File: src/design/tdd_pkg.sv
package tdd_pkg;

    localparam int NUM_DIGITS  = 6;
    localparam int STORE_DEPTH = 6;
    localparam int POS_W       = $clog2(NUM_DIGITS + 1);
    localparam int IDX_W       = $clog2(STORE_DEPTH);
    localparam int DP_POS      = 3;

    typedef logic [3:0] code_t;

    localparam code_t CODE_BLANK = 4'hA;
    localparam code_t CODE_C     = 4'hB;
    localparam code_t CODE_DEG   = 4'hC;
    localparam code_t CODE_MINUS = 4'hD;

    localparam logic [7:0] SEL_RESET = 8'h7F;
    localparam logic [7:0] ALL_OFF   = 8'hFF;
    localparam logic [7:0] DP_MASK   = 8'h7F;

    typedef code_t [STORE_DEPTH-1:0] store_t;

    typedef struct packed {
        logic       op;
        logic [15:0] raw_reading;
        logic       sensor_missing;
    } item_t;

    typedef struct packed {
        logic [7:0] digit_enable;
        logic [7:0] segments;
    } disp_t;

    // active-low segments, bit 7 is the decimal point
    function automatic logic [7:0] seg_decode(input code_t code);
        logic [7:0] seg;
        case (code)
            4'd0:       seg = 8'hC0;
            4'd1:       seg = 8'hF9;
            4'd2:       seg = 8'hA4;
            4'd3:       seg = 8'hB0;
            4'd4:       seg = 8'h99;
            4'd5:       seg = 8'h92;
            4'd6:       seg = 8'h82;
            4'd7:       seg = 8'hF8;
            4'd8:       seg = 8'h80;
            4'd9:       seg = 8'h90;
            CODE_C:     seg = 8'hC6;
            CODE_DEG:   seg = 8'h9C;
            CODE_MINUS: seg = 8'hBF;
            default:    seg = ALL_OFF;
        endcase
        return seg;
    endfunction

endpackage

File: src/design/temperature_display_driver.sv
// Seven-segment temperature display driver, six common-anode digits.
// Input stream: tuser selects the transfer kind (0 = new sensor reading,
// 1 = millisecond scan tick); tdata carries the raw 1/16 degree reading
// and the sensor-missing flag.
// Output stream: one transfer per input transfer, carrying the segment
// and digit-select drive (both active low) after that item is applied.
// A load returns the unchanged drive; ticks step through 'C', degree,
// tenths, ones with point, tens, hundreds, then one all-off slot; a
// tick flagged sensor-missing blanks the drive without stepping.
// The item waits in the input register; the result is offered from
// the drive latches. One transfer per cycle while the receiver takes
// results; the convert and scan logic in between is combinational.
// Reset clears the digit store to zeros, drives all segments and
// digits off and restarts the scan at the 'C' position.
// If the receiver stalls, the output transfer holds and one further
// input is buffered; tready then falls until the output is taken.
module temperature_display_driver
    import tdd_pkg::*;
(
    input  logic        clk,
    input  logic        rst_n,
    input  logic        s_axis_tvalid,
    output logic        s_axis_tready,
    input  logic [23:0] s_axis_tdata,   // raw_reading[15:0], sensor_missing[16]
    input  logic        s_axis_tuser,   // op
    output logic        m_axis_tvalid,
    input  logic        m_axis_tready,
    output logic [15:0] m_axis_tdata    // segments[7:0], digit_enable[15:8]
);

    item_t  item_reg;
    logic   in_valid_reg, in_valid_next;
    logic   out_valid_reg, out_valid_next;
    logic   s_fire;
    logic   advance;
    store_t digits;
    disp_t  disp;

    assign advance       = in_valid_reg && (!out_valid_reg || m_axis_tready);
    assign s_axis_tready = !in_valid_reg || advance;
    assign s_fire        = s_axis_tvalid && s_axis_tready;

    always_comb
    begin
        in_valid_next = in_valid_reg;
        if (s_fire)
        begin
            in_valid_next = 1'b1;
        end
        else if (advance)
        begin
            in_valid_next = 1'b0;
        end

        out_valid_next = out_valid_reg;
        if (advance)
        begin
            out_valid_next = 1'b1;
        end
        else if (m_axis_tready)
        begin
            out_valid_next = 1'b0;
        end
    end

    always_ff @(posedge clk or negedge rst_n)
    begin
        if (!rst_n)
        begin
            in_valid_reg  <= 1'b0;
            out_valid_reg <= 1'b0;
        end
        else
        begin
            in_valid_reg  <= in_valid_next;
            out_valid_reg <= out_valid_next;
        end
    end

    always_ff @(posedge clk)
    begin
        if (s_fire)
        begin
            item_reg.op             <= s_axis_tuser;
            item_reg.raw_reading    <= s_axis_tdata[15:0];
            item_reg.sensor_missing <= s_axis_tdata[16];
        end
    end

    tdd_convert u_convert (
        .raw_reading (item_reg.raw_reading),
        .digits      (digits)
    );

    tdd_scan u_scan (
        .clk     (clk),
        .rst_n   (rst_n),
        .advance (advance),
        .item    (item_reg),
        .digits  (digits),
        .disp    (disp)
    );

    assign m_axis_tvalid = out_valid_reg;
    assign m_axis_tdata  = {disp.digit_enable, disp.segments};

    a_hold_item: assert property (@(posedge clk) disable iff (!rst_n)
        in_valid_reg && !advance |=> in_valid_reg)
        else $error("buffered item dropped");

    a_result_out: assert property (@(posedge clk) disable iff (!rst_n)
        advance |=> out_valid_reg)
        else $error("processed item produced no result");

    a_stall_cause: assert property (@(posedge clk) disable iff (!rst_n)
        !s_axis_tready |-> in_valid_reg && out_valid_reg && !m_axis_tready)
        else $error("input stalled without a full pipeline");

endmodule

File: src/design/tdd_convert.sv
module tdd_convert
    import tdd_pkg::*;
(
    input  logic [15:0] raw_reading,
    output store_t      digits
);

    logic        neg;
    logic [15:0] mag;
    logic [7:0]  whole;
    logic [7:0]  rem8;
    logic [6:0]  rem;
    logic [1:0]  hund_n;
    logic [14:0] tens_prod;
    logic [3:0]  tens_n;
    logic [3:0]  ones_n;
    logic [6:0]  frac_x5;
    code_t       hund_c;
    code_t       tens_c;

    assign neg   = raw_reading[15];
    assign mag   = neg ? 16'(~raw_reading + 16'd1) : raw_reading;
    assign whole = mag[11:4];

    always_comb
    begin
        if (whole >= 8'd200)
        begin
            hund_n = 2'd2;
            rem8   = whole - 8'd200;
        end
        else if (whole >= 8'd100)
        begin
            hund_n = 2'd1;
            rem8   = whole - 8'd100;
        end
        else
        begin
            hund_n = 2'd0;
            rem8   = whole;
        end
    end

    assign rem = rem8[6:0];

    // x*205 >> 11 is x/10 for x below 100
    assign tens_prod = 15'(rem) * 15'd205;
    assign tens_n    = tens_prod[14:11];
    assign ones_n    = 4'(rem - 7'(tens_n) * 7'd10);

    // floor(frac * 10 / 16)
    assign frac_x5 = 7'(mag[3:0]) * 7'd5;

    always_comb
    begin
        hund_c = code_t'(hund_n);
        tens_c = tens_n;
        if (hund_n == 2'd0)
        begin
            hund_c = CODE_BLANK;
            if (tens_n == 4'd0)
            begin
                tens_c = CODE_BLANK;
            end
        end
        if (neg)
        begin
            hund_c = CODE_MINUS;
        end
    end

    always_comb
    begin
        digits    = '0;
        digits[0] = CODE_C;
        digits[1] = CODE_DEG;
        digits[2] = frac_x5[6:3];
        digits[3] = ones_n;
        digits[4] = tens_c;
        digits[5] = hund_c;
    end

endmodule

File: src/design/tdd_scan.sv
module tdd_scan
    import tdd_pkg::*;
(
    input  logic   clk,
    input  logic   rst_n,
    input  logic   advance,
    input  item_t  item,
    input  store_t digits,
    output disp_t  disp
);

    store_t             store_reg, store_next;
    logic [POS_W-1:0]   pos_reg, pos_next;
    logic [7:0]         sel_reg, sel_next;
    logic [7:0]         seg_reg, seg_next;
    logic [7:0]         en_reg, en_next;
    logic [7:0]         seg_lookup;

    always_comb
    begin
        seg_lookup = ALL_OFF;
        if (pos_reg < POS_W'(STORE_DEPTH))
        begin
            seg_lookup = seg_decode(store_reg[pos_reg[IDX_W-1:0]]);
        end
        if (pos_reg == POS_W'(DP_POS))
        begin
            seg_lookup = seg_lookup & DP_MASK;
        end
    end

    always_comb
    begin
        store_next = store_reg;
        pos_next   = pos_reg;
        sel_next   = sel_reg;
        seg_next   = seg_reg;
        en_next    = en_reg;
        if (advance)
        begin
            if (!item.op)
            begin
                store_next = digits;
            end
            else if (item.sensor_missing)
            begin
                seg_next = ALL_OFF;
                en_next  = ALL_OFF;
            end
            else if (pos_reg >= POS_W'(NUM_DIGITS))
            begin
                // blanking slot
                pos_next = '0;
                sel_next = SEL_RESET;
                en_next  = ALL_OFF;
            end
            else
            begin
                seg_next = seg_lookup;
                en_next  = sel_reg;
                sel_next = {1'b1, sel_reg[7:1]};
                pos_next = POS_W'(pos_reg + 1'b1);
            end
        end
    end

    always_ff @(posedge clk or negedge rst_n)
    begin
        if (!rst_n)
        begin
            store_reg <= '0;
            pos_reg   <= '0;
            sel_reg   <= SEL_RESET;
            seg_reg   <= ALL_OFF;
            en_reg    <= ALL_OFF;
        end
        else
        begin
            store_reg <= store_next;
            pos_reg   <= pos_next;
            sel_reg   <= sel_next;
            seg_reg   <= seg_next;
            en_reg    <= en_next;
        end
    end

    assign disp.segments     = seg_reg;
    assign disp.digit_enable = en_reg;

    a_pos_range: assert property (@(posedge clk) disable iff (!rst_n)
        pos_reg <= POS_W'(NUM_DIGITS))
        else $error("scan position out of range");

    a_one_digit: assert property (@(posedge clk) disable iff (!rst_n)
        $countones(~en_reg) <= 1 && $countones(~sel_reg) <= 1)
        else $error("more than one digit selected");

    a_load_keeps: assert property (@(posedge clk) disable iff (!rst_n)
        advance && !item.op |=> $stable(en_reg) && $stable(seg_reg))
        else $error("reading load disturbed the drive latches");

endmodule

File: config.mk
export PLATFORM = sky130hd
export DESIGN_NAME = temperature_display_driver
export DESIGN_NICKNAME = d
export VERILOG_FILES = /design/src/design/tdd_pkg.sv /design/src/design/temperature_display_driver.sv /design/src/design/tdd_convert.sv /design/src/design/tdd_scan.sv
export SDC_FILE = /design/constraint.sdc
export NUM_CORES = 1
export LEC_CHECK = 0
export ABC_AREA = 1
export BUFFER_PORTS_ARGS = -buffer_cell sky130_fd_sc_hd__buf_2
export CAP_MARGIN = 20
export CORE_ASPECT_RATIO = 1.4
export CORE_MARGIN = 2
export CORE_UTILIZATION = 62
export CTS_BUF_LIST = sky130_fd_sc_hd__clkbuf_8
export DETAILED_ROUTE_END_ITERATION = 6
export PLACE_DENSITY = 0.81
export RECOVER_POWER = 50
export SYNTH_ARGS = -nofsm -noshare
export SYNTH_HDL_FRONTEND = slang
export SYNTH_SLANG_ARGS = --single-unit
File: constraint.sdc
create_clock -name clk -period 8.4 [get_ports clk]
set_input_delay 1.68 -clock clk [delete_from_list [all_inputs] [get_ports clk]]
set_output_delay 1.68 -clock clk [all_outputs]
set_load 0.05 [all_outputs]
==> impl_metrics.ini, run 1 <==
[critical_path]
rrSetupSlack_ps = 1740
r2r_cells = 39
worstSetupStartpointType = flop
worst_path_largest_cell_delay_ps = 520
critPathTopFamily = adder cells
cp_max_fo = 5
timing.critical_path.mode_cell = inv_1
cp-end-kind = flop
r2r_end = u_scan.store_reg[15]
crit_slowest_cell = fa_1
crit_type = reg -> reg
cp.required_ps = 8680
r2r_start = item_reg[1]
critPathBufInv = 10
arrival_ps = 6940

[clock_tree]
clkSinkCount = 61
root_buffer = clkbuf_8
cts_made_buffers = 9
cts_resized = 0
htreeDepth = 3
cts_buffer_depth = 2
cts_tree = built
post_cts_buffers = 0
holdBufCountCts = 0
clk_pin_slew_ps = 70
clock_latency_ps = 350

[grt]
met2_usage = 0.420
grt_use_met3 = 0.0378
grt_pass1_vias = 3412
grt_max_degree = 47
grtUsageMet1 = 0.265
grt_pass1_wl_mm = 14.5
grt_usage = 0.234
antenna_found_initial = 0
grt_busiest_layer = met2
grt_overflow = 0

[final_layout]
area_growth_pct = 9.30
instances_no_fill = 668
final_nets = 656
largest_reg_flops = 17
multi_input_area_sq_mm = 0.00242
seq_area_sq_mm = 0.00163
final_cell_mix = nand2_1 (92), inv_1 (86), nor2_1 (54)
n_fill_cell = 566
final_common_cell = nand2_1
drive_above_1_share = 0.202
antenna_cells = 0

[place]
dp.cells = 652
port_buffers = 36
dpl.hpwl_mm = 6.59
gp_congestion = 0.893

[sta]
period_needed_ps = 6660
period_share = 0.793
max_freq_ghz = 0.150
slew_viol_final = 47
fin_hold_ws_ps = 450
tns_ps = 0
worst_pin_slew_ps = 2270
rsz0062_at_grt = false
setup_viol = 0
finalHoldViolations = 0
fin_worst_skew_ps = 18.7
slew_headroom = -0.513

[yosys]
synth_top_family_by_area = simple AND/OR/NAND/NOR gates
ys_types = 52
synth_compound_area_frac = 0.110
yosys_most_used_dff = dfstp_2
synthSimpleGateAreaFrac = 0.233
synth_fa_ha_area_frac = 0.183
synth_area_per_cell_sq_um = 8.44
synthCells = 528
synth_edf_count = 15
syn_area_sq_mm = 0.00445
synth-seq-area-share = 0.366
synth_nets = 616
yosys_warnings = 0
synth_mux_area_frac = 0.00225
synthXorXnorAreaFrac = 0.0157
synthArstFlopShare = 0.754
ys_ff_latch = 61

[outcome]
failed_checks = max-capacitance violations, max-slew violations
outcome = finished, violations left

[power_and_ir_drop]
leakagePower_nw = 2.53
power_density_mw_per_mm2 = 417
peakVddDrop_uv = 412

[worst_hold_path]
hold_start = u_scan.store_reg[0]
min_path_cells = 2
hold_path_end = u_scan.store_reg[0]
min_path_type = reg -> reg

[die]
initial_core_util = 0.638
rows = 36
ioPinCount = 47
core-area_sq_mm = 0.00698
die-area_sq_mm = 0.00789
chipWidth_um = 75.6
die_h_um = 104

[routing]
wl_mm = 8.42
dr.pass1.iters = 4
vias = 3526
drt_iter0_drc = 191
drc_errors = 0
detail-route-antenna-nets = 0
via_per_inst = 5.28
wl_per_cell_um = 12.6

[run]
cap_violations = 1
[tightest hold or removal path: cells and delay by family (launching register included)]
kind / cells / cell delay [ps]
buf+inv: 1 / 40
flops: 1 / 320
simple gates: 1 / 50
[through the flow]
stage	worst slack [ps]	utilization	total power, W	area [sq um]
floorplan	2450	-	0.00153	4450
global placement	1910	0.673	0.00176	4700
detailed placement	1760	0.673	0.00181	4700
CTS	1710	0.697	0.00204	4870
global route	1210	0.697	0.00226	4870
finish	1740	0.697	0.00203	4870
[power by group]
group,switching (W),internal (W)
Sequential,0.0000583,0.000424
Combinational,0.000850,0.000471
Clock,0.000122,0.000106
Total,0.00103,0.00100
[synth_stat cells (all sizes together), types with 2 or more instances]
cell type / number / share of area
edfxtp: 15 / 0.10
o22a: 2 / 0.0039
o21ai: 31 / 0.037
clkbuf: 3 / 0.0025
dfstp: 23 / 0.14
or2: 4 / 0.0056
fa: 10 / 0.045
inv: 91 / 0.077
xnor2: 2 / 0.0039
a32oi: 2 / 0.0039
xor2: 6 / 0.012
nand4: 2 / 0.0042
a21boi: 2 / 0.0034
nor3: 4 / 0.0056
and2: 2 / 0.0037
nor2: 58 / 0.052
nand2: 111 / 0.11
o22ai: 4 / 0.0056
nand3: 35 / 0.047
buf: 4 / 0.0093
o211ai: 2 / 0.0034
a31oi: 3 / 0.0042
ha: 49 / 0.14
a21oi: 26 / 0.029
dfrtp: 23 / 0.13
[routing by layer]
layer | vias up | share of wire
li1 | 1797 | -
met5 | - | 0
met2 | 67 | 0.54
met3 | 21 | 0.027
met1 | 1641 | 0.40
met4 | 0 | 0.025
[cell families after synthesis]
family          Yosys count
simple gates            218
buf+inv                  99
compound gates           82
flops                    61
fa+ha+maj                59
xor+xnor                  8
mux                       1
[how the worst max path moves through the flow]
| stage | startpoint | to | slack, ps | cells after the start |
|---|---|---|---|---|
| 2_1_floorplan | item_reg[1] | u_scan.store_reg[15] | 2450 | 39 |
| 3_3_place_gp | item_reg[1] | u_scan.store_reg[15] | 1910 | 39 |
| 3_5_place_dp | item_reg[2] | u_scan.store_reg[15] | 1760 | 39 |
| 4_1_cts | item_reg[1] | u_scan.store_reg[15] | 1710 | 39 |
| 5_1_grt | item_reg[2] | u_scan.store_reg[15] | 1210 | 39 |
| 6_report | item_reg[1] | u_scan.store_reg[15] | 1740 | 39 |
[cell type report]
class                      instances  share of cell area
clock buffer                       9              0.0254
clock inverter                     7             0.00925
inverter                          92              0.0714
multi-input combinational        368               0.498
sequential                        61               0.335
tap                               95              0.0244
timing repair buffer              36              0.0368
Power figures use the tool's default switching activity.
==> run 2: changes to the inputs <==
==> constraint.sdc (replaced) <==
create_clock -name clk -period 6.8 [get_ports clk]
set_input_delay 1.36 -clock clk [delete_from_list [all_inputs] [get_ports clk]]
set_output_delay 1.36 -clock clk [all_outputs]
set_load 0.05 [all_outputs]
==> impl_metrics.ini, run 2 (synthesis results as in run 1) <==
[final_layout]
instances_no_fill = 675
area_growth_pct = 12.1
final_common_cell = nand2_1
drive_above_1_share = 0.231
antenna_cells = 0
stdcell_area_sq_mm = 0.00499
final_cell_mix = nand2_1 (91), inv_1 (81), nor2_1 (54)
largest_reg_flops = 17
multi_input_area_sq_mm = 0.00246
n_fill_cell = 544
final_nets = 663
seq_area_sq_mm = 0.00163
utilization = 0.715

[sta]
rsz0062_at_grt = false
max_freq_ghz = 0.161
period_needed_ps = 6210
slew_viol_final = 47
worst_pin_slew_ps = 2280
slew_headroom = -0.523
period_share = 0.913
setup_viol = 0
finalHoldViolations = 0
fin_worst_skew_ps = 15.2
tns_ps = 0

[routing]
detail-route-antenna-nets = 0
via_per_inst = 5.38
drt_iter0_drc = 146
drc_errors = 0
wl_mm = 8.95
vias = 3629
dr.pass1.iters = 5
wl_per_cell_um = 13.3

[worst_hold_path]
hold_path_end = u_scan.en_reg[3]
min_path_cells = 2
hold_start = u_scan.en_reg[3]
min_path_type = reg -> reg

[place]
dpl_cell_area_sq_mm = 0.00472
dp.cells = 654
port_buffers = 36
gp_congestion = 0.890
dpl.hpwl_mm = 6.91

[clock_tree]
htreeDepth = 3
clock_latency_ps = 340
clkSinkCount = 61
cts_made_buffers = 9
cts_buffer_depth = 2
root_buffer = clkbuf_8
holdBufCountCts = 0
clk_pin_slew_ps = 80
cts_tree = built

[power_and_ir_drop]
power_density_mw_per_mm2 = 525
p_total_w = 0.00262
peakVddDrop_uv = 509
leakagePower_nw = 2.58

[grt]
grt_pass1_wl_mm = 15.4
grt_overflow = 0
grt_max_degree = 47
grt_pass1_vias = 3604
antenna_found_initial = 0
grt_usage = 0.249

[critical_path]
r2r_end = u_scan.store_reg[15]
timing.critical_path.mode_cell = inv_1
crit_slowest_cell = fa_1
cp_max_fo = 5
r2r_cells = 39
cp-end-kind = flop
worst_path_largest_cell_delay_ps = 510
cp.required_ps = 7070
r2r_start = item_reg[2]
rrSetupSlack_ps = 590
crit_type = reg -> reg
worstSetupStartpointType = flop
arrival_ps = 6470

[outcome]
outcome = finished, violations left
failed_checks = max-capacitance violations, max-slew violations

[die]
initial_core_util = 0.638
core-area_sq_mm = 0.00698
ioPinCount = 47
rows = 36
chipWidth_um = 75.6
die_h_um = 104
die-area_sq_mm = 0.00789

[run]
cap_violations = 1
-- run 2: cell types whose count changed in the layout (fill, tap and decap cells not counted), moves of 3 or more --
cell | previous run | this run
buf_4 | 0 | 7
inv_1 | 86 | 81
inv_2 | 6 | 9
inv_6 | 1 | 4
-- run 2: power breakdown --
group | internal (W) | switching [W] | total (W)
Clock | 0.000174 | 0.000157 | 0.000331
Combinational | 0.000608 | 0.00109 | 0.00170
Sequential | 0.000523 | 0.0000728 | 0.000596
Total | 0.00130 | 0.00132 | 0.00262
-- run 2: metal layers --
metal,track usage,wire length (um),vias to the layer above
li1,-,-,1816
met1,0.278,3480,1705
met2,0.447,5010,86
met3,0.0436,253,22
met4,0.100,203,0
met5,0,0,-
-- run 2: worst max path at each step --
stage	endpoint	slack, ps	from	depth (start not counted)
2_1_floorplan	u_scan.store_reg[15]	850	item_reg[1]	39
3_3_place_gp	u_scan.store_reg[15]	500	item_reg[1]	39
3_5_place_dp	u_scan.store_reg[15]	310	item_reg[1]	39
4_1_cts	u_scan.store_reg[15]	240	item_reg[1]	39
5_1_grt	u_scan.store_reg[15]	9	item_reg[1]	39
6_report	u_scan.store_reg[15]	590	item_reg[2]	39
-- run 2: worst max-delay path, delay by kind of cell, from the launching register on --
family	cells	cell delay (ps)
AO/OA/AOI/OAI	1	290
flip-flops	1	420
adder cells (fa/ha/maj)	9	2820
buffers and inverters	10	690
AND/OR/NAND/NOR	17	1560
XOR/XNOR	2	330
-- run 2: layout make-up --
type | count | area share
multi-input cells | 368 | 0.493
flip-flops and latches | 61 | 0.326
inverters | 92 | 0.0697
repair buffers | 43 | 0.0464
clock buffers | 9 | 0.0248
well taps | 95 | 0.0238
clock inverters | 7 | 0.0155
-- run 2: what timing repair did --
item,CTS,global route
setup buffers,0,5
gates resized for setup,0,11
endpoints found under the setup margin,0,2
-- run 2: through the flow --
step	setup WS, ps	hold WS (ps)
final	594	460
after global routing	9.21	478
after CTS	242	462
after detailed placement	309	449
after global placement	505	444
after floorplan	851	421
==> run 3: changes to the inputs <==
--- a/config.mk
+++ b/config.mk
@@ -15,6 +15,7 @@
 export DETAILED_ROUTE_END_ITERATION = 6
 export PLACE_DENSITY = 0.81
 export RECOVER_POWER = 50
+export REMOVE_ABC_BUFFERS = 1
 export SYNTH_ARGS = -nofsm -noshare
 export SYNTH_HDL_FRONTEND = slang
 export SYNTH_SLANG_ARGS = --single-unit
==> impl_metrics.ini, run 3 (synthesis results as in run 1) <==
[outcome]
outcome = finished, violations left
failed_checks = max-capacitance violations, max-slew violations

[routing]
wl_per_cell_um = 13.0
wl_mm = 8.72
drt_iter0_drc = 147
via_per_inst = 5.22
detail-route-antenna-nets = 0
drc_errors = 0
dr.pass1.iters = 4
vias = 3513

[grt]
grt_pass1_vias = 3529
grt_usage = 0.243
grt_pass1_wl_mm = 15.0
grt_max_degree = 47
grt_overflow = 0
antenna_found_initial = 0

[clock_tree]
cts_made_buffers = 9
cts_tree = built
clk_pin_slew_ps = 70
htreeDepth = 3
holdBufCountCts = 0
root_buffer = clkbuf_8
clkSinkCount = 61
cts_buffer_depth = 2
clock_latency_ps = 350

[die]
core-area_sq_mm = 0.00698
rows = 36
initial_core_util = 0.638
die-area_sq_mm = 0.00789
chipWidth_um = 75.6
die_h_um = 104
ioPinCount = 47

[critical_path]
worstSetupStartpointType = flop
crit_slowest_cell = fa_1
arrival_ps = 6600
rrSetupSlack_ps = 440
r2r_cells = 33
critPathTopFamily = adder cells
worst_path_largest_cell_delay_ps = 470
cp.required_ps = 7030
timing.critical_path.mode_cell = ha_1
r2r_start = item_reg[2]
cp-end-kind = flop
crit_type = reg -> reg
cp_max_fo = 6
critPathBufInv = 5
r2r_end = u_scan.store_reg[15]

[sta]
worst_pin_slew_ps = 2270
fin_hold_ws_ps = 466
period_share = 0.936
setup_viol = 0
finalHoldViolations = 0
fin_worst_skew_ps = 15.5
slew_headroom = -0.512
slew_viol_final = 47
max_freq_ghz = 0.157
worst_slack_ps = 437
period_needed_ps = 6360

[place]
dp_slack_ps = 314
port_buffers = 36
dpl.hpwl_mm = 6.79
dp.cells = 654
gp_congestion = 0.883

[final_layout]
largest_reg_flops = 17
final_nets = 661
instances_no_fill = 673
antenna_cells = 0
n_fill_cell = 529
multi_input_area_sq_mm = 0.00246
utilization = 0.713
seq_area_sq_mm = 0.00163
drive_above_1_share = 0.223
area_growth_pct = 11.8
final_cell_mix = nand2_1 (91), inv_1 (82), nor2_1 (54)
final_common_cell = nand2_1

[worst_hold_path]
hold_path_end = u_scan.en_reg[4]
min_path_type = reg -> reg
hold_start = u_scan.en_reg[4]
min_path_cells = 2

[power_and_ir_drop]
p_total_w = 0.00260
power_density_mw_per_mm2 = 521
leakagePower_nw = 2.57
peakVddDrop_uv = 430

[run]
cap_violations = 1
==> run 3: layout make-up <==
class,count,area share
inverter,92,0.0698
sequential,61,0.327
timing repair buffer,41,0.0435
clock inverter,6,0.0138
multi-input combinational,368,0.494
tap,95,0.0239
clock buffer,10,0.0276
==> run 3: worst max path at each step <==
| stage | start | to | slack (ps) | depth (start not counted) |
|---|---|---|---|---|
| floorplan | item_reg[1] | u_scan.store_reg[15] | 830 | 39 |
| CTS | item_reg[2] | u_scan.store_reg[15] | 250 | 39 |
| global route | item_reg[2] | u_scan.store_reg[15] | -9 | 39 |
| finish | item_reg[2] | u_scan.store_reg[15] | 440 | 33 |
| global placement | item_reg[1] | u_scan.store_reg[15] | 500 | 39 |
| detailed placement | item_reg[2] | u_scan.store_reg[15] | 310 | 38 |
==> run 3: routing by layer <==
layer | part of all wire | global-route usage | vias to the layer above
li1 | - | - | 1805
met1 | 0.40 | 0.266 | 1639
met2 | 0.55 | 0.448 | 53
met3 | 0.024 | 0.0494 | 16
met4 | 0.020 | 0.0764 | 0
met5 | 0 | 0 | -
==> run 3: stage by stage <==
| step | TNS [ps] | cell area (sq um) |
|---|---|---|
| after floorplan | 0 | 4400 |
| after global placement | 0 | 4720 |
| after detailed placement | 0 | 4720 |
| after CTS | 0 | 4920 |
| after global routing | -8.99 | 4980 |
| final | 0 | 4980 |
==> run 3: repair_timing <==
action / CTS / global route
buffers inserted: 0 / 3
hold endpoints to repair: 0 / 0
endpoints found under the setup margin: 0 / 1
resized for setup: 0 / 8
==> run 3: worst min-delay path, cell delays in order (launching register included) <==
cell	delay (ps)
dfstp_2	370
inv_1	40
a21oi_1	50
==> run 3: power breakdown <==
group          internal [W]  switching [W]
clock              0.000182       0.000151
sequential         0.000523      0.0000689
combinational      0.000603        0.00107
total               0.00131        0.00129
